<file path="src/hdl/jbsl_pkg.sv">
// ----------------------------------------------------------------------------
// jbsl_pkg
// Types, codes and byte-level helpers shared by the JSON byte lexer modules.
// ----------------------------------------------------------------------------
package jbsl_pkg;

   // token kinds
   localparam logic [3:0] TK_STRING   = 4'd0;
   localparam logic [3:0] TK_NUMBER   = 4'd1;
   localparam logic [3:0] TK_LBRACKET = 4'd2;
   localparam logic [3:0] TK_RBRACKET = 4'd3;
   localparam logic [3:0] TK_LBRACE   = 4'd4;
   localparam logic [3:0] TK_RBRACE   = 4'd5;
   localparam logic [3:0] TK_COLON    = 4'd6;
   localparam logic [3:0] TK_COMMA    = 4'd7;
   localparam logic [3:0] TK_TRUE     = 4'd8;
   localparam logic [3:0] TK_FALSE    = 4'd9;
   localparam logic [3:0] TK_NULL     = 4'd10;
   localparam logic [3:0] TK_END      = 4'd11;
   localparam logic [3:0] TK_ERROR    = 4'd12;

   // fault codes
   localparam logic [2:0] FLT_NONE     = 3'd0;
   localparam logic [2:0] FLT_BAD_CHAR = 3'd1;
   localparam logic [2:0] FLT_BAD_WORD = 3'd2;
   localparam logic [2:0] FLT_BAD_ESC  = 3'd3;
   localparam logic [2:0] FLT_LONE_LOW = 3'd4;
   localparam logic [2:0] FLT_NO_PAIR  = 3'd5;
   localparam logic [2:0] FLT_BAD_LOW  = 3'd6;
   localparam logic [2:0] FLT_TRUNC    = 3'd7;

   // word classifier: number flag plus keyword matcher position
   localparam logic [4:0] WC_NUM_FLAG = 5'h10;
   localparam logic [3:0] KW_NONE     = 4'd0;
   localparam logic [3:0] KW_T        = 4'd1;
   localparam logic [3:0] KW_TRUE_OK  = 4'd4;
   localparam logic [3:0] KW_F        = 4'd5;
   localparam logic [3:0] KW_FALSE_OK = 4'd9;
   localparam logic [3:0] KW_N        = 4'd10;
   localparam logic [3:0] KW_NULL_OK  = 4'd13;
   localparam logic [3:0] KW_START    = 4'd14;
   localparam logic [4:0] WC_RESET    = WC_NUM_FLAG | {1'b0, KW_START};

   // characters
   localparam logic [7:0] CH_TAB    = 8'h09;
   localparam logic [7:0] CH_LF     = 8'h0A;
   localparam logic [7:0] CH_CR     = 8'h0D;
   localparam logic [7:0] CH_SPACE  = 8'h20;
   localparam logic [7:0] CH_QUOTE  = 8'h22;
   localparam logic [7:0] CH_STAR   = 8'h2A;
   localparam logic [7:0] CH_COMMA  = 8'h2C;
   localparam logic [7:0] CH_DOT    = 8'h2E;
   localparam logic [7:0] CH_SLASH  = 8'h2F;
   localparam logic [7:0] CH_COLON  = 8'h3A;
   localparam logic [7:0] CH_LBRK   = 8'h5B;
   localparam logic [7:0] CH_BSLASH = 8'h5C;
   localparam logic [7:0] CH_RBRK   = 8'h5D;
   localparam logic [7:0] CH_UNDER  = 8'h5F;
   localparam logic [7:0] CH_LBRACE = 8'h7B;
   localparam logic [7:0] CH_RBRACE = 8'h7D;
   localparam logic [7:0] CH_LO_B   = 8'h62;
   localparam logic [7:0] CH_LO_F   = 8'h66;
   localparam logic [7:0] CH_LO_N   = 8'h6E;
   localparam logic [7:0] CH_LO_R   = 8'h72;
   localparam logic [7:0] CH_LO_T   = 8'h74;
   localparam logic [7:0] CH_LO_U   = 8'h75;

   localparam int QUEUE_DEPTH = 4;

   typedef struct packed {
      logic [7:0] data_byte;
      logic       text_end;
   } req_type;

   typedef struct packed {
      logic [3:0]  token_kind;
      logic        token_done;
      logic        has_text;
      logic [7:0]  text_out;
      logic [2:0]  fault;
      logic [15:0] line_no;
      logic [15:0] column_no;
      logic        run_last;
   } rsp_type;

   typedef struct packed {
      logic [3:0] kind;
      logic       done;
      logic       has_text;
      logic [7:0] text;
      logic [2:0] fault;
   } tok_type;

   // all results caused by one input byte
   typedef struct packed {
      tok_type [3:0] toks;
      logic [2:0]    count;
      logic [15:0]   line_no;
      logic [15:0]   column_no;
   } bundle_type;

   typedef struct packed {
      logic [3:0][7:0] bytes;
      logic [2:0]      count;
   } utf8_type;

   function automatic tok_type mk_tok(logic [3:0] kind, logic done, logic ht,
                                      logic [7:0] text, logic [2:0] fault);
      tok_type t;
      t.kind = kind;
      t.done = done;
      t.has_text = ht;
      t.text = text;
      t.fault = fault;
      return t;
   endfunction

   function automatic logic is_digit(logic [7:0] b);
      return (b >= 8'h30) && (b <= 8'h39);
   endfunction

   function automatic logic is_word(logic [7:0] b);
      return is_digit(b) || ((b >= 8'h61) && (b <= 8'h7A)) ||
             ((b >= 8'h41) && (b <= 8'h5A)) || (b == CH_UNDER) || (b == CH_DOT);
   endfunction

   function automatic logic [7:0] kw_next(logic [3:0] kw);
      logic [7:0] c;
      case (kw)
         4'd1:    c = 8'h72;
         4'd2:    c = 8'h75;
         4'd3:    c = 8'h65;
         4'd5:    c = 8'h61;
         4'd6:    c = 8'h6C;
         4'd7:    c = 8'h73;
         4'd8:    c = 8'h65;
         4'd10:   c = 8'h75;
         4'd11:   c = 8'h6C;
         4'd12:   c = 8'h6C;
         default: c = 8'h00;
      endcase
      return c;
   endfunction

   function automatic logic [4:0] word_feed(logic [4:0] wc, logic [7:0] b);
      logic [3:0] kw;
      logic       num;
      kw  = wc[3:0];
      num = wc[4] && (is_digit(b) || (b == CH_DOT));
      if (kw == KW_START) begin
         kw = (b == CH_LO_T) ? KW_T : (b == CH_LO_F) ? KW_F :
              (b == CH_LO_N) ? KW_N : KW_NONE;
      end else if ((kw_next(kw) != 8'h00) && (kw_next(kw) == b)) begin
         kw = kw + 4'd1;
      end else begin
         kw = KW_NONE;
      end
      return {num, kw};
   endfunction

   // {bad, value}
   function automatic logic [4:0] hex_val(logic [7:0] b);
      logic [4:0] r;
      if (is_digit(b)) r = {1'b0, 4'(b - 8'h30)};
      else if ((b >= 8'h41) && (b <= 8'h46)) r = {1'b0, 4'(b - 8'h37)};
      else if ((b >= 8'h61) && (b <= 8'h66)) r = {1'b0, 4'(b - 8'h57)};
      else r = 5'h10;
      return r;
   endfunction

   function automatic utf8_type utf8_encode(logic [20:0] cp);
      utf8_type u;
      u.bytes = '0;
      if (cp < 21'h80) begin
         u.bytes[0] = cp[7:0];
         u.count = 3'd1;
      end else if (cp < 21'h800) begin
         u.bytes[0] = {3'b110, cp[10:6]};
         u.bytes[1] = {2'b10, cp[5:0]};
         u.count = 3'd2;
      end else if (cp < 21'h10000) begin
         u.bytes[0] = {4'b1110, cp[15:12]};
         u.bytes[1] = {2'b10, cp[11:6]};
         u.bytes[2] = {2'b10, cp[5:0]};
         u.count = 3'd3;
      end else begin
         u.bytes[0] = {5'b11110, cp[20:18]};
         u.bytes[1] = {2'b10, cp[17:12]};
         u.bytes[2] = {2'b10, cp[11:6]};
         u.bytes[3] = {2'b10, cp[5:0]};
         u.count = 3'd4;
      end
      return u;
   endfunction

endpackage

</file>
<file path="src/hdl/jbsl_fifo.sv">
// ----------------------------------------------------------------------------
// jbsl_fifo
// Small register queue with the head word visible combinationally.
// ----------------------------------------------------------------------------
module jbsl_fifo #(
   parameter int WIDTH = 8,
   parameter int DEPTH = 4
) (
   input  logic             clock,
   input  logic             reset,
   input  logic             push,
   input  logic [WIDTH-1:0] push_data,
   input  logic             pop,
   output logic [WIDTH-1:0] head,
   output logic             full,
   output logic             empty
);

   localparam int PTR_W = (DEPTH > 1) ? $clog2(DEPTH) : 1;
   localparam int CNT_W = $clog2(DEPTH + 1);

   logic [WIDTH-1:0] mem_ff [DEPTH];
   logic [PTR_W-1:0] wr_ptr_ff, wr_ptr_in, rd_ptr_ff, rd_ptr_in;
   logic [CNT_W-1:0] count_ff, count_in;
   logic             do_push, do_pop;

   assign full    = (count_ff == CNT_W'(DEPTH));
   assign empty   = (count_ff == '0);
   assign head    = mem_ff[rd_ptr_ff];
   assign do_push = push && !full;
   assign do_pop  = pop && !empty;

   always_comb begin
      wr_ptr_in = wr_ptr_ff;
      rd_ptr_in = rd_ptr_ff;
      count_in  = count_ff;
      if (do_push) begin
         wr_ptr_in = (wr_ptr_ff == PTR_W'(DEPTH - 1)) ? '0 : wr_ptr_ff + PTR_W'(1);
      end
      if (do_pop) begin
         rd_ptr_in = (rd_ptr_ff == PTR_W'(DEPTH - 1)) ? '0 : rd_ptr_ff + PTR_W'(1);
      end
      if (do_push && !do_pop) count_in = count_ff + CNT_W'(1);
      else if (!do_push && do_pop) count_in = count_ff - CNT_W'(1);
   end

   always_ff @(posedge clock) begin
      if (do_push) begin
         mem_ff[wr_ptr_ff] <= push_data;
      end
      if (reset) begin
         wr_ptr_ff <= '0;
         rd_ptr_ff <= '0;
         count_ff  <= '0;
      end else begin
         wr_ptr_ff <= wr_ptr_in;
         rd_ptr_ff <= rd_ptr_in;
         count_ff  <= count_in;
      end
   end

endmodule

</file>
<file path="src/hdl/jbsl_front.sv">
// ----------------------------------------------------------------------------
// jbsl_front
// Byte classifier and lexer state: turns one byte into a bundle of results.
// ----------------------------------------------------------------------------
module jbsl_front #(
   parameter int POSITION_BITS = 16
) (
   input  logic                 clock,
   input  logic                 reset,
   input  logic                 take,
   input  jbsl_pkg::req_type    req,
   output logic                 push,
   output jbsl_pkg::bundle_type bundle
);

   typedef enum logic [3:0] {
      M_IDLE, M_SLASH, M_LINE, M_BLOCK, M_BSTAR, M_STR, M_ESC,
      M_HEX1, M_PBS, M_PU, M_HEX2, M_WORD, M_SINK
   } mode_type;

   mode_type                 mode_ff, mode_in;
   logic [1:0]               hc_ff, hc_in;
   logic [15:0]              acc_ff, acc_in;
   logic                     bad_ff, bad_in;
   logic [9:0]               high_ff, high_in;
   logic [4:0]               wc_ff, wc_in;
   logic [POSITION_BITS-1:0] line_ff, line_in, col_ff, col_in, line_pos, col_pos;

   jbsl_pkg::tok_type [3:0]  toks;
   logic [2:0]               n;
   logic                     run_idle, any_text;
   logic [7:0]               b;
   logic [4:0]               hv;
   logic [15:0]              acc_next, unit;
   logic                     bad_next;
   logic [20:0]              cp;
   jbsl_pkg::utf8_type       enc;
   logic [3:0]               close_kind;
   logic                     close_ok;

   assign b = req.data_byte;

   always_comb begin
      mode_in  = mode_ff;
      hc_in    = hc_ff;
      acc_in   = acc_ff;
      bad_in   = bad_ff;
      high_in  = high_ff;
      wc_in    = wc_ff;
      toks     = '0;
      n        = '0;
      run_idle = 1'b0;
      any_text = 1'b0;
      cp       = '0;
      enc      = '0;

      // position after this byte
      if (b == jbsl_pkg::CH_LF) begin
         line_pos = (line_ff == {POSITION_BITS{1'b1}}) ? line_ff
                    : line_ff + POSITION_BITS'(1);
         col_pos  = '0;
      end else begin
         line_pos = line_ff;
         col_pos  = (col_ff == {POSITION_BITS{1'b1}}) ? col_ff
                    : col_ff + POSITION_BITS'(1);
      end

      hv       = jbsl_pkg::hex_val(b);
      acc_next = {acc_ff[11:0], hv[3:0]};
      bad_next = bad_ff | hv[4];
      unit     = bad_next ? 16'h0000 : acc_next;

      // word close kind, from the class before this byte
      close_ok = 1'b1;
      if (wc_ff[4]) close_kind = jbsl_pkg::TK_NUMBER;
      else if (wc_ff[3:0] == jbsl_pkg::KW_TRUE_OK) close_kind = jbsl_pkg::TK_TRUE;
      else if (wc_ff[3:0] == jbsl_pkg::KW_FALSE_OK) close_kind = jbsl_pkg::TK_FALSE;
      else if (wc_ff[3:0] == jbsl_pkg::KW_NULL_OK) close_kind = jbsl_pkg::TK_NULL;
      else begin
         close_kind = jbsl_pkg::TK_ERROR;
         close_ok   = 1'b0;
      end

      case (mode_ff)
         M_IDLE: run_idle = 1'b1;
         M_SLASH: begin
            if (b == jbsl_pkg::CH_SLASH) mode_in = M_LINE;
            else if (b == jbsl_pkg::CH_STAR) mode_in = M_BLOCK;
            else begin
               toks[0] = jbsl_pkg::mk_tok(jbsl_pkg::TK_ERROR, 1'b1, 1'b0, 8'h00,
                                          jbsl_pkg::FLT_BAD_CHAR);
               n = 3'd1;
               mode_in = M_SINK;
            end
         end
         M_LINE: if (b == jbsl_pkg::CH_LF) mode_in = M_IDLE;
         M_BLOCK: if (b == jbsl_pkg::CH_STAR) mode_in = M_BSTAR;
         M_BSTAR: begin
            if (b == jbsl_pkg::CH_SLASH) mode_in = M_IDLE;
            else if (b != jbsl_pkg::CH_STAR) mode_in = M_BLOCK;
         end
         M_STR: begin
            if (b == jbsl_pkg::CH_QUOTE) begin
               toks[0] = jbsl_pkg::mk_tok(jbsl_pkg::TK_STRING, 1'b1, 1'b0, 8'h00,
                                          jbsl_pkg::FLT_NONE);
               n = 3'd1;
               mode_in = M_IDLE;
            end else if (b == jbsl_pkg::CH_BSLASH) begin
               mode_in = M_ESC;
            end else begin
               toks[0] = jbsl_pkg::mk_tok(jbsl_pkg::TK_STRING, 1'b0, 1'b1, b,
                                          jbsl_pkg::FLT_NONE);
               n = 3'd1;
            end
         end
         M_ESC: begin
            mode_in = M_STR;
            n = 3'd1;
            case (b)
               jbsl_pkg::CH_LO_B: toks[0] = jbsl_pkg::mk_tok(jbsl_pkg::TK_STRING,
                                      1'b0, 1'b1, 8'h08, jbsl_pkg::FLT_NONE);
               jbsl_pkg::CH_LO_F: toks[0] = jbsl_pkg::mk_tok(jbsl_pkg::TK_STRING,
                                      1'b0, 1'b1, 8'h0C, jbsl_pkg::FLT_NONE);
               jbsl_pkg::CH_LO_N: toks[0] = jbsl_pkg::mk_tok(jbsl_pkg::TK_STRING,
                                      1'b0, 1'b1, 8'h0A, jbsl_pkg::FLT_NONE);
               jbsl_pkg::CH_LO_R: toks[0] = jbsl_pkg::mk_tok(jbsl_pkg::TK_STRING,
                                      1'b0, 1'b1, 8'h0D, jbsl_pkg::FLT_NONE);
               jbsl_pkg::CH_LO_T: toks[0] = jbsl_pkg::mk_tok(jbsl_pkg::TK_STRING,
                                      1'b0, 1'b1, 8'h09, jbsl_pkg::FLT_NONE);
               jbsl_pkg::CH_QUOTE, jbsl_pkg::CH_BSLASH, jbsl_pkg::CH_SLASH:
                  toks[0] = jbsl_pkg::mk_tok(jbsl_pkg::TK_STRING, 1'b0, 1'b1, b,
                                             jbsl_pkg::FLT_NONE);
               jbsl_pkg::CH_LO_U: begin
                  n = 3'd0;
                  mode_in = M_HEX1;
                  hc_in = '0;
                  acc_in = '0;
                  bad_in = 1'b0;
               end
               default: begin
                  toks[0] = jbsl_pkg::mk_tok(jbsl_pkg::TK_ERROR, 1'b1, 1'b0, 8'h00,
                                             jbsl_pkg::FLT_BAD_ESC);
                  mode_in = M_SINK;
               end
            endcase
         end
         M_HEX1, M_HEX2: begin
            if (hc_ff == 2'd3) begin
               hc_in  = '0;
               acc_in = '0;
               bad_in = 1'b0;
               if (mode_ff == M_HEX1) begin
                  if ((unit >= 16'hDC00) && (unit <= 16'hDFFF)) begin
                     toks[0] = jbsl_pkg::mk_tok(jbsl_pkg::TK_ERROR, 1'b1, 1'b0,
                                                8'h00, jbsl_pkg::FLT_LONE_LOW);
                     n = 3'd1;
                     mode_in = M_SINK;
                  end else if ((unit >= 16'hD800) && (unit <= 16'hDBFF)) begin
                     high_in = unit[9:0];
                     mode_in = M_PBS;
                  end else begin
                     cp = {5'd0, unit};
                     mode_in = M_STR;
                  end
               end else begin
                  if ((unit < 16'hDC00) || (unit > 16'hDFFF)) begin
                     toks[0] = jbsl_pkg::mk_tok(jbsl_pkg::TK_ERROR, 1'b1, 1'b0,
                                                8'h00, jbsl_pkg::FLT_BAD_LOW);
                     n = 3'd1;
                     mode_in = M_SINK;
                  end else begin
                     cp = 21'h10000 + {1'b0, high_ff, unit[9:0]};
                     mode_in = M_STR;
                  end
               end
               if (mode_in == M_STR) begin
                  enc = jbsl_pkg::utf8_encode(cp);
                  for (int i = 0; i < 4; i++) begin
                     toks[i] = jbsl_pkg::mk_tok(jbsl_pkg::TK_STRING, 1'b0, 1'b1,
                                                enc.bytes[i], jbsl_pkg::FLT_NONE);
                  end
                  n = enc.count;
               end
            end else begin
               hc_in  = hc_ff + 2'd1;
               acc_in = acc_next;
               bad_in = bad_next;
            end
         end
         M_PBS: begin
            if (b == jbsl_pkg::CH_BSLASH) mode_in = M_PU;
            else begin
               toks[0] = jbsl_pkg::mk_tok(jbsl_pkg::TK_ERROR, 1'b1, 1'b0, 8'h00,
                                          jbsl_pkg::FLT_NO_PAIR);
               n = 3'd1;
               mode_in = M_SINK;
            end
         end
         M_PU: begin
            if (b == jbsl_pkg::CH_LO_U) begin
               mode_in = M_HEX2;
               hc_in = '0;
               acc_in = '0;
               bad_in = 1'b0;
            end else begin
               toks[0] = jbsl_pkg::mk_tok(jbsl_pkg::TK_ERROR, 1'b1, 1'b0, 8'h00,
                                          jbsl_pkg::FLT_NO_PAIR);
               n = 3'd1;
               mode_in = M_SINK;
            end
         end
         M_WORD: begin
            if (jbsl_pkg::is_word(b)) begin
               wc_in = jbsl_pkg::word_feed(wc_ff, b);
               toks[0] = jbsl_pkg::mk_tok(jbsl_pkg::TK_STRING, 1'b0, 1'b1, b,
                                          jbsl_pkg::FLT_NONE);
               n = 3'd1;
            end else begin
               toks[0] = jbsl_pkg::mk_tok(close_kind, 1'b1, 1'b0, 8'h00,
                            close_ok ? jbsl_pkg::FLT_NONE : jbsl_pkg::FLT_BAD_WORD);
               n = 3'd1;
               wc_in = jbsl_pkg::WC_RESET;
               mode_in = close_ok ? M_IDLE : M_SINK;
               run_idle = close_ok;
            end
         end
         default: ;
      endcase

      // byte seen between tokens
      if (run_idle) begin
         case (b)
            jbsl_pkg::CH_SPACE, jbsl_pkg::CH_TAB, jbsl_pkg::CH_CR, jbsl_pkg::CH_LF: ;
            jbsl_pkg::CH_QUOTE: mode_in = M_STR;
            jbsl_pkg::CH_SLASH: mode_in = M_SLASH;
            jbsl_pkg::CH_LBRK, jbsl_pkg::CH_RBRK, jbsl_pkg::CH_LBRACE,
            jbsl_pkg::CH_RBRACE, jbsl_pkg::CH_COLON, jbsl_pkg::CH_COMMA: begin
               toks[n[1:0]] = jbsl_pkg::mk_tok(
                  (b == jbsl_pkg::CH_LBRK)   ? jbsl_pkg::TK_LBRACKET :
                  (b == jbsl_pkg::CH_RBRK)   ? jbsl_pkg::TK_RBRACKET :
                  (b == jbsl_pkg::CH_LBRACE) ? jbsl_pkg::TK_LBRACE :
                  (b == jbsl_pkg::CH_RBRACE) ? jbsl_pkg::TK_RBRACE :
                  (b == jbsl_pkg::CH_COLON)  ? jbsl_pkg::TK_COLON : jbsl_pkg::TK_COMMA,
                  1'b1, 1'b0, 8'h00, jbsl_pkg::FLT_NONE);
               n = n + 3'd1;
            end
            default: begin
               if (jbsl_pkg::is_word(b)) begin
                  mode_in = M_WORD;
                  wc_in = jbsl_pkg::word_feed(jbsl_pkg::WC_RESET, b);
                  toks[n[1:0]] = jbsl_pkg::mk_tok(jbsl_pkg::TK_STRING, 1'b0, 1'b1, b,
                                                  jbsl_pkg::FLT_NONE);
               end else begin
                  mode_in = M_SINK;
                  toks[n[1:0]] = jbsl_pkg::mk_tok(jbsl_pkg::TK_ERROR, 1'b1, 1'b0,
                                                  8'h00, jbsl_pkg::FLT_BAD_CHAR);
               end
               n = n + 3'd1;
            end
         endcase
      end

      // final byte: close what is open, then the end token
      if (req.text_end) begin
         for (int i = 0; i < 4; i++) begin
            if ((3'(i) < n) && toks[i].has_text) any_text = 1'b1;
         end
         case (mode_in)
            M_SLASH: begin
               toks[n[1:0]] = jbsl_pkg::mk_tok(jbsl_pkg::TK_ERROR, 1'b1, 1'b0, 8'h00,
                                               jbsl_pkg::FLT_BAD_CHAR);
               n = n + 3'd1;
            end
            M_WORD: begin
               if (wc_in[4]) close_kind = jbsl_pkg::TK_NUMBER;
               else if (wc_in[3:0] == jbsl_pkg::KW_TRUE_OK) close_kind = jbsl_pkg::TK_TRUE;
               else if (wc_in[3:0] == jbsl_pkg::KW_FALSE_OK)
                  close_kind = jbsl_pkg::TK_FALSE;
               else if (wc_in[3:0] == jbsl_pkg::KW_NULL_OK) close_kind = jbsl_pkg::TK_NULL;
               else close_kind = jbsl_pkg::TK_ERROR;
               toks[n[1:0]] = jbsl_pkg::mk_tok(close_kind, 1'b1, 1'b0, 8'h00,
                  (close_kind == jbsl_pkg::TK_ERROR) ? jbsl_pkg::FLT_BAD_WORD
                                                     : jbsl_pkg::FLT_NONE);
               n = n + 3'd1;
            end
            M_STR, M_ESC, M_HEX1, M_PBS, M_PU, M_HEX2: begin
               // drop the content bytes of this byte; they trail any token
               if (any_text) n = '0;
               toks[n[1:0]] = jbsl_pkg::mk_tok(jbsl_pkg::TK_ERROR, 1'b1, 1'b0, 8'h00,
                                               jbsl_pkg::FLT_TRUNC);
               n = n + 3'd1;
            end
            default: ;
         endcase
         if (n < 3'd4) begin
            toks[n[1:0]] = jbsl_pkg::mk_tok(jbsl_pkg::TK_END, 1'b1, 1'b0, 8'h00,
                                            jbsl_pkg::FLT_NONE);
            n = n + 3'd1;
         end
         mode_in = M_IDLE;
         hc_in   = '0;
         acc_in  = '0;
         bad_in  = 1'b0;
         high_in = '0;
         wc_in   = jbsl_pkg::WC_RESET;
         line_in = '0;
         col_in  = '0;
      end else begin
         line_in = line_pos;
         col_in  = col_pos;
      end
   end

   assign push             = take && (n != 3'd0);
   assign bundle.toks      = toks;
   assign bundle.count     = n;
   assign bundle.line_no   = 16'(line_pos);
   assign bundle.column_no = 16'(col_pos);

   always_ff @(posedge clock) begin
      if (reset) begin
         mode_ff <= M_IDLE;
         hc_ff   <= '0;
         acc_ff  <= '0;
         bad_ff  <= 1'b0;
         high_ff <= '0;
         wc_ff   <= jbsl_pkg::WC_RESET;
         line_ff <= '0;
         col_ff  <= '0;
      end else if (take) begin
         mode_ff <= mode_in;
         hc_ff   <= hc_in;
         acc_ff  <= acc_in;
         bad_ff  <= bad_in;
         high_ff <= high_in;
         wc_ff   <= wc_in;
         line_ff <= line_in;
         col_ff  <= col_in;
      end
   end

endmodule

</file>
<file path="src/hdl/jbsl_back.sv">
// ----------------------------------------------------------------------------
// jbsl_back
// Unpacks queued bundles into single result words behind an output register.
// ----------------------------------------------------------------------------
module jbsl_back (
   input  logic                 clock,
   input  logic                 reset,
   input  jbsl_pkg::bundle_type head,
   input  logic                 q_empty,
   output logic                 q_pop,
   output logic                 rsp_valid,
   input  logic                 rsp_ready,
   output jbsl_pkg::rsp_type    rsp_data
);

   logic              valid_ff;
   logic [1:0]        idx_ff;
   jbsl_pkg::rsp_type rsp_ff, rsp_in;
   jbsl_pkg::tok_type cur;
   logic              load, last;

   assign cur   = head.toks[idx_ff];
   assign last  = ({1'b0, idx_ff} == (head.count - 3'd1));
   assign load  = !q_empty && (!valid_ff || rsp_ready);
   assign q_pop = load && last;

   always_comb begin
      rsp_in.token_kind = cur.kind;
      rsp_in.token_done = cur.done;
      rsp_in.has_text   = cur.has_text;
      rsp_in.text_out   = cur.text;
      rsp_in.fault      = cur.fault;
      rsp_in.line_no    = head.line_no;
      rsp_in.column_no  = head.column_no;
      rsp_in.run_last   = last;
   end

   always_ff @(posedge clock) begin
      if (load) begin
         rsp_ff <= rsp_in;
      end
      if (reset) begin
         valid_ff <= 1'b0;
         idx_ff   <= '0;
      end else if (load) begin
         valid_ff <= 1'b1;
         idx_ff   <= last ? 2'd0 : idx_ff + 2'd1;
      end else if (rsp_ready) begin
         valid_ff <= 1'b0;
      end
   end

   assign rsp_valid = valid_ff;
   assign rsp_data  = rsp_ff;

endmodule

</file>
<file path="src/hdl/json_byte_stream_lexer.sv">
// ----------------------------------------------------------------------------
// json_byte_stream_lexer
// JSON tokenizer: one text byte in per word, tokens and decoded bytes out.
// ----------------------------------------------------------------------------
//  channel  direction  handshake            payload
//  req_     in         req_valid/req_ready  data_byte, text_end
//  rsp_     out        rsp_valid/rsp_ready  token_kind .. run_last
//
//  One byte is accepted per cycle while the bundle queue has room.
//  A byte gives 0 to 4 result words; results leave one per cycle while
//  rsp_ready is high. The bundle enters the queue at the accepting edge;
//  its first result word is then loaded into the output register.
//  Reset (synchronous) empties the queue and returns to between-tokens.
//  A stalled rsp_ side backs up through the queue to req_ready.
// ----------------------------------------------------------------------------
module json_byte_stream_lexer #(
   parameter int POSITION_BITS = 16
) (
   input  logic              clock,
   input  logic              reset,
   input  logic              req_valid,
   output logic              req_ready,
   input  jbsl_pkg::req_type req_data,
   output logic              rsp_valid,
   input  logic              rsp_ready,
   output jbsl_pkg::rsp_type rsp_data
);

   localparam int BUNDLE_W = $bits(jbsl_pkg::bundle_type);

   logic                 take, q_push, q_pop, q_full, q_empty;
   jbsl_pkg::bundle_type bundle, head;
   logic [BUNDLE_W-1:0]  head_bits;

   // accept whenever the queue can hold another bundle
   assign req_ready = !q_full;
   assign take      = req_valid && req_ready;

   // front: classify the byte and advance lexer state
   jbsl_front #(
      .POSITION_BITS(POSITION_BITS)
   ) u_front (
      .clock (clock),
      .reset (reset),
      .take  (take),
      .req   (req_data),
      .push  (q_push),
      .bundle(bundle)
   );

   // queue: hold bundles so either side can stall alone
   jbsl_fifo #(
      .WIDTH(BUNDLE_W),
      .DEPTH(jbsl_pkg::QUEUE_DEPTH)
   ) u_queue (
      .clock    (clock),
      .reset    (reset),
      .push     (q_push),
      .push_data(bundle),
      .pop      (q_pop),
      .head     (head_bits),
      .full     (q_full),
      .empty    (q_empty)
   );

   assign head = jbsl_pkg::bundle_type'(head_bits);

   // back: drain each bundle one result word at a time
   jbsl_back u_back (
      .clock    (clock),
      .reset    (reset),
      .head     (head),
      .q_empty  (q_empty),
      .q_pop    (q_pop),
      .rsp_valid(rsp_valid),
      .rsp_ready(rsp_ready),
      .rsp_data (rsp_data)
   );

   // never push into a full queue
   assert property (@(posedge clock) disable iff (reset) q_push |-> !q_full)
      else $error("bundle pushed into full queue");

   // a finished token never carries content
   assert property (@(posedge clock) disable iff (reset)
      rsp_valid |-> !(rsp_data.token_done && rsp_data.has_text))
      else $error("content on a finished token");

   // fault codes only on error tokens
   assert property (@(posedge clock) disable iff (reset)
      (rsp_valid && (rsp_data.fault != jbsl_pkg::FLT_NONE)) |->
         (rsp_data.token_kind == jbsl_pkg::TK_ERROR))
      else $error("fault on non-error token");

   // end token always closes its byte's run
   assert property (@(posedge clock) disable iff (reset)
      (rsp_valid && (rsp_data.token_kind == jbsl_pkg::TK_END) && rsp_data.token_done)
         |-> rsp_data.run_last)
      else $error("end token not last of run");

endmodule

</file>
<file path="config.mk">
export PLATFORM = sky130hd
export DESIGN_NAME = json_byte_stream_lexer
export DESIGN_NICKNAME = d
export VERILOG_FILES = /design/src/hdl/jbsl_pkg.sv /design/src/hdl/jbsl_fifo.sv /design/src/hdl/jbsl_front.sv /design/src/hdl/jbsl_back.sv /design/src/hdl/json_byte_stream_lexer.sv
export SDC_FILE = /design/constraint.sdc
export NUM_CORES = 1
export LEC_CHECK = 0
export BUFFER_PORTS_ARGS = -buffer_cell sky130_fd_sc_hd__buf_2
export CORE_ASPECT_RATIO = 1.25
export CORE_MARGIN = 8
export CORE_UTILIZATION = 59
export CTS_CLUSTER_DIAMETER = 150
export DETAILED_ROUTE_END_ITERATION = 7
export PLACE_DENSITY = 0.73
export SLEW_MARGIN = 5
export SYNTH_ARGS = -nofsm -noshare
export SYNTH_HDL_FRONTEND = slang
export SYNTH_SLANG_ARGS = --single-unit
</file>
<file path="constraint.sdc">
create_clock -name clock -period 20.9 [get_ports clock]
set_input_delay 1.045 -clock clock [delete_from_list [all_inputs] [get_ports clock]]
set_output_delay 1.045 -clock clock [all_outputs]
set_load 0.05 [all_outputs]
</file>
==> impl_metrics.toml <==
[outcome]
status = "completed"

[cts]
clkSinkCount = 546
h-tree-depth = 2
worstSkewPairLatency_ps = 580
clk_pin_slew_ps = 70
cts_tree = "yes"
cts_root_buf = "clkbuf_16"
cts_resized = 0
cts_buffers = 50
holdBufCountCts = 0
cts_setup_buffers = 0
cts.path.max_buffers = 3

[yosys]
synth_edf_count = 462
yosys_warnings = 0
synth_seq_cells = 546
ys_types = 96
async_flop_share = 0
synth-main-ff-cell = "edfxtp_1"
synthCells = 1772
syn_area_per_cell_um2 = 14.0
syn_area_mm2 = 0.0247
synth-seq-area-share = 0.628

[finish]
instances_no_fill = 2427
area_growth_pct = 10.2
multiInputGateArea_mm2 = 0.00879
fillCellCount = 3015
post-route-util = 0.654
drive_above_1_share = 0.181
final_cell_area_mm2 = 0.0273
nets = 1876
regArea_mm2 = 0.0156

[worst_setup_path]
end_kind = "flop"
crit_required_ps = 21100
cpPeakStageDelay_ps = 940
crit_type = "flop to flop"
crit_chain = "nand4b_1, nand4_1, o22ai_1, o31ai_1, nand3_1, nand4_1, inv_1, ha_1, nor3_1, nor2_2, a21oi_2, o2bb2a_4, nand2b_1, inv_1, ha_1, a21oi_1, ha_1, a32oi_2, o311a_4, buf_4"
startpoint_type = "flop"
worstPathArrival_ps = 8420
cpMaxStageDelayCell = "dfxtp_1"
critPathTopFamily = "compound AO/OA/AOI/OAI gates"
worst-path-buf-inv = 3
cp_common_cell = "ha_1"
cp_max_fo = 57

[global_route]
grtUsageMet1 = 0.365
grt_pass1_wl_um = 98200
use_met2 = 0.438
grt_pass1_vias = 15700
grt.met3_usage = 0.0312
antenna_found_initial = 0
busiest_layer = "met2"
grt_usage = 0.268
overflow = 0
grt_max_degree = 75

[placed_design]
gp_congestion = 0.981
place_area_mm2 = 0.0257
place_hpwl_um = 43400
numPortBuffers = 64
placedCellCount = 2338

[flow_run]
maxCapViolations = 0

[pwr]
ir_drop_uv = 112
p_sw_mw = 1.17
design_power_total_mw = 3.46
p_leak_nw = 9.13
p_sw_frac = 0.337
p_clk_frac = 0.256
power_frac_seq = 0.447
intPower_mw = 2.30
power_density_mw_per_mm2 = 127
combPwrFrac = 0.297

[timing]
finalSetupViolCount = 0
slew_viol_final = 0
fmax_mhz = 122
finalSetupTns_ps = 0
worstMarginPinSlew_ps = 1160
hold_violations = 0
rsz0062_at_grt = "false"
min_period_ps = 8230
relSlewSlack = 0.217
clock_skew_ps = 28.7
finalCritPeriodShare = 0.394

[floorplanning]
die_w_um = 199
initial_utilization = 0.593
pin_count = 65
placementRows = 84
die_y_um = 245
dieArea_mm2 = 0.0488
core_mm2 = 0.0417

[route]
wl_per_cell_um = 27.0
remaining_drc_errors = 0
vias = 16000
vias_per_cell = 6.60
drt_iter0_markers = 1606
drt_wl_total_um = 65400
firstDrtPassIters = 8
antenna_left = 0

[worst_hold_path]
min_path_type = "flop to flop"
[worst reg2reg max path, cell delays in order (launching register included)]
cell      delay (ps)
dfxtp_1          940
nand4b_1         550
nand4_1          490
o22ai_1          200
o31ai_1          570
nand3_1          140
nand4_1          190
inv_1             70
ha_1             300
nor3_1           340
nor2_2           140
a21oi_2          460
o2bb2a_4         230
nand2b_1         150
inv_1             90
ha_1             310
a21oi_1          250
ha_1             320
a32oi_2          480
o311a_4          860
buf_4            720
[cell usage in the layout (no fill, tap or decap), drive strengths merged, types with 7 or more instances in the layout]
cell      n
xor2     21
nand2   107
a32oi    12
a221oi    8
nor2b    10
nor2    177
mux2i    14
dfxtp    84
a22oi    57
and2     13
xnor2    17
o21ai    63
inv      38
mux4    120
or2      11
nor4     13
buf      90
nand4    14
o31ai     7
nor3     47
o21a      9
conb     20
ha       31
o211ai   16
a31oi    15
a21o     13
or3      12
clkinv   21
o22ai    10
edfxtp  462
a21oi    95
and3     15
clkbuf   58
nand2b   13
nand3    54
[synth_stat cells, types with 8 or more instances]
cell,n,area [um2]
a221oi_1,8,70.1
nand2_1,107,402
mux4_2,120,2700
buf_1,19,71.3
a22oi_1,57,428
nand4_1,14,87.6
and2_1,13,81.3
clkbuf_1,67,251
o21ai_1,8,40.0
nor4_1,13,81.3
o211ai_1,13,97.6
edfxtp_1,462,13900
o21a_1,9,67.6
or3_1,11,68.8
nand2b_1,13,81.3
and3_1,15,93.8
or2_2,9,56.3
a21oi_1,93,465
xor2_1,21,184
nor3_1,46,230
o21ai_0,53,265
inv_1,31,116
a31oi_1,15,93.8
nor2_1,176,661
a32oi_1,11,96.3
a21o_1,12,90.1
mux2i_1,13,130
nand3_1,54,270
nor2b_1,10,62.6
o22ai_1,9,56.3
ha_1,31,388
xnor2_1,17,149
buf_2,13,65.1
dfxtp_1,84,1680
[cells by family (layout without fill, tap and decap cells)]
group	after synthesis	after routing	synth area share
buffers and inverters	136	212	0.0219
AOI/OAI and AO/OA	367	367	0.103
adders and majority gates	32	32	0.0165
xor gates and xnor gates	38	38	0.0134
and+or+nand+nor	514	514	0.0999
DFF	546	546	0.628
muxes	138	138	0.117
other	1	21	0.000152
[layer usage]
| layer | part of all wire | wire length [um] |
|---|---|---|
| met5 | 0 | 0 |
| met4 | 0.041 | 2670 |
| met3 | 0.055 | 3570 |
| met2 | 0.49 | 32100 |
| met1 | 0.41 | 27100 |
[final timing paths]
path | from | end | slack (ps) | depth (start not counted)
worst max register to register | u_front.mode_ff[0] | u_queue.mem_ff[1][80] | 12670 | 20
worst min register to register | u_front.hc_ff[1] | u_front.hc_ff[1] | 470 | 2
worst max-delay path | u_front.mode_ff[0] | u_queue.mem_ff[1][80] | 12670 | 20
worst min-delay path | u_front.hc_ff[1] | u_front.hc_ff[1] | 470 | 2
[stage by stage]
stage	hold WS [ps]	setup slack, ps
5_1_grt	513	12220
2_1_floorplan	436	12390
3_5_place_dp	463	12420
6_report	471	12670
3_3_place_gp	443	12540
4_1_cts	472	12850
[area by class of cell]
type	instances	share of cell area
Antenna cell	1	0.0000917
Clock buffer	58	0.0473
Clock inverter	30	0.0106
Inverter	34	0.00468
Multi-Input combinational cell	1109	0.322
Sequential cell	546	0.571
Tap cell	559	0.0256
Timing Repair Buffer	90	0.0189
[power by group through the flow]
stage	Clock (mW)	Sequential [mW]	Combinational [mW]
5_1_grt	0.939	1.57	1.09
2_1_floorplan	0	1.73	0.573
3_3_place_gp	0	1.56	1.02
3_5_place_dp	0	1.57	1.03
6_report	0.887	1.55	1.03
4_1_cts	0.896	1.55	1.04
[state kept, by name, summed over array words and instances (netlist names), named ones only]
name               flops
u_back.idx_ff          2
u_back.rsp_data       50
u_back.rsp_valid       1
u_front.acc_ff        12
u_front.bad_ff         1
u_front.col_ff        16
u_front.hc_ff          2
u_front.high_ff       10
u_front.line_ff       16
u_front.mode_ff        4
u_front.wc_ff          5
u_queue.count_ff       3
u_queue.mem_ff       412
u_queue.rd_ptr_ff      2
u_queue.wr_ptr_ff      2
(Power assumes the default switching activity.)
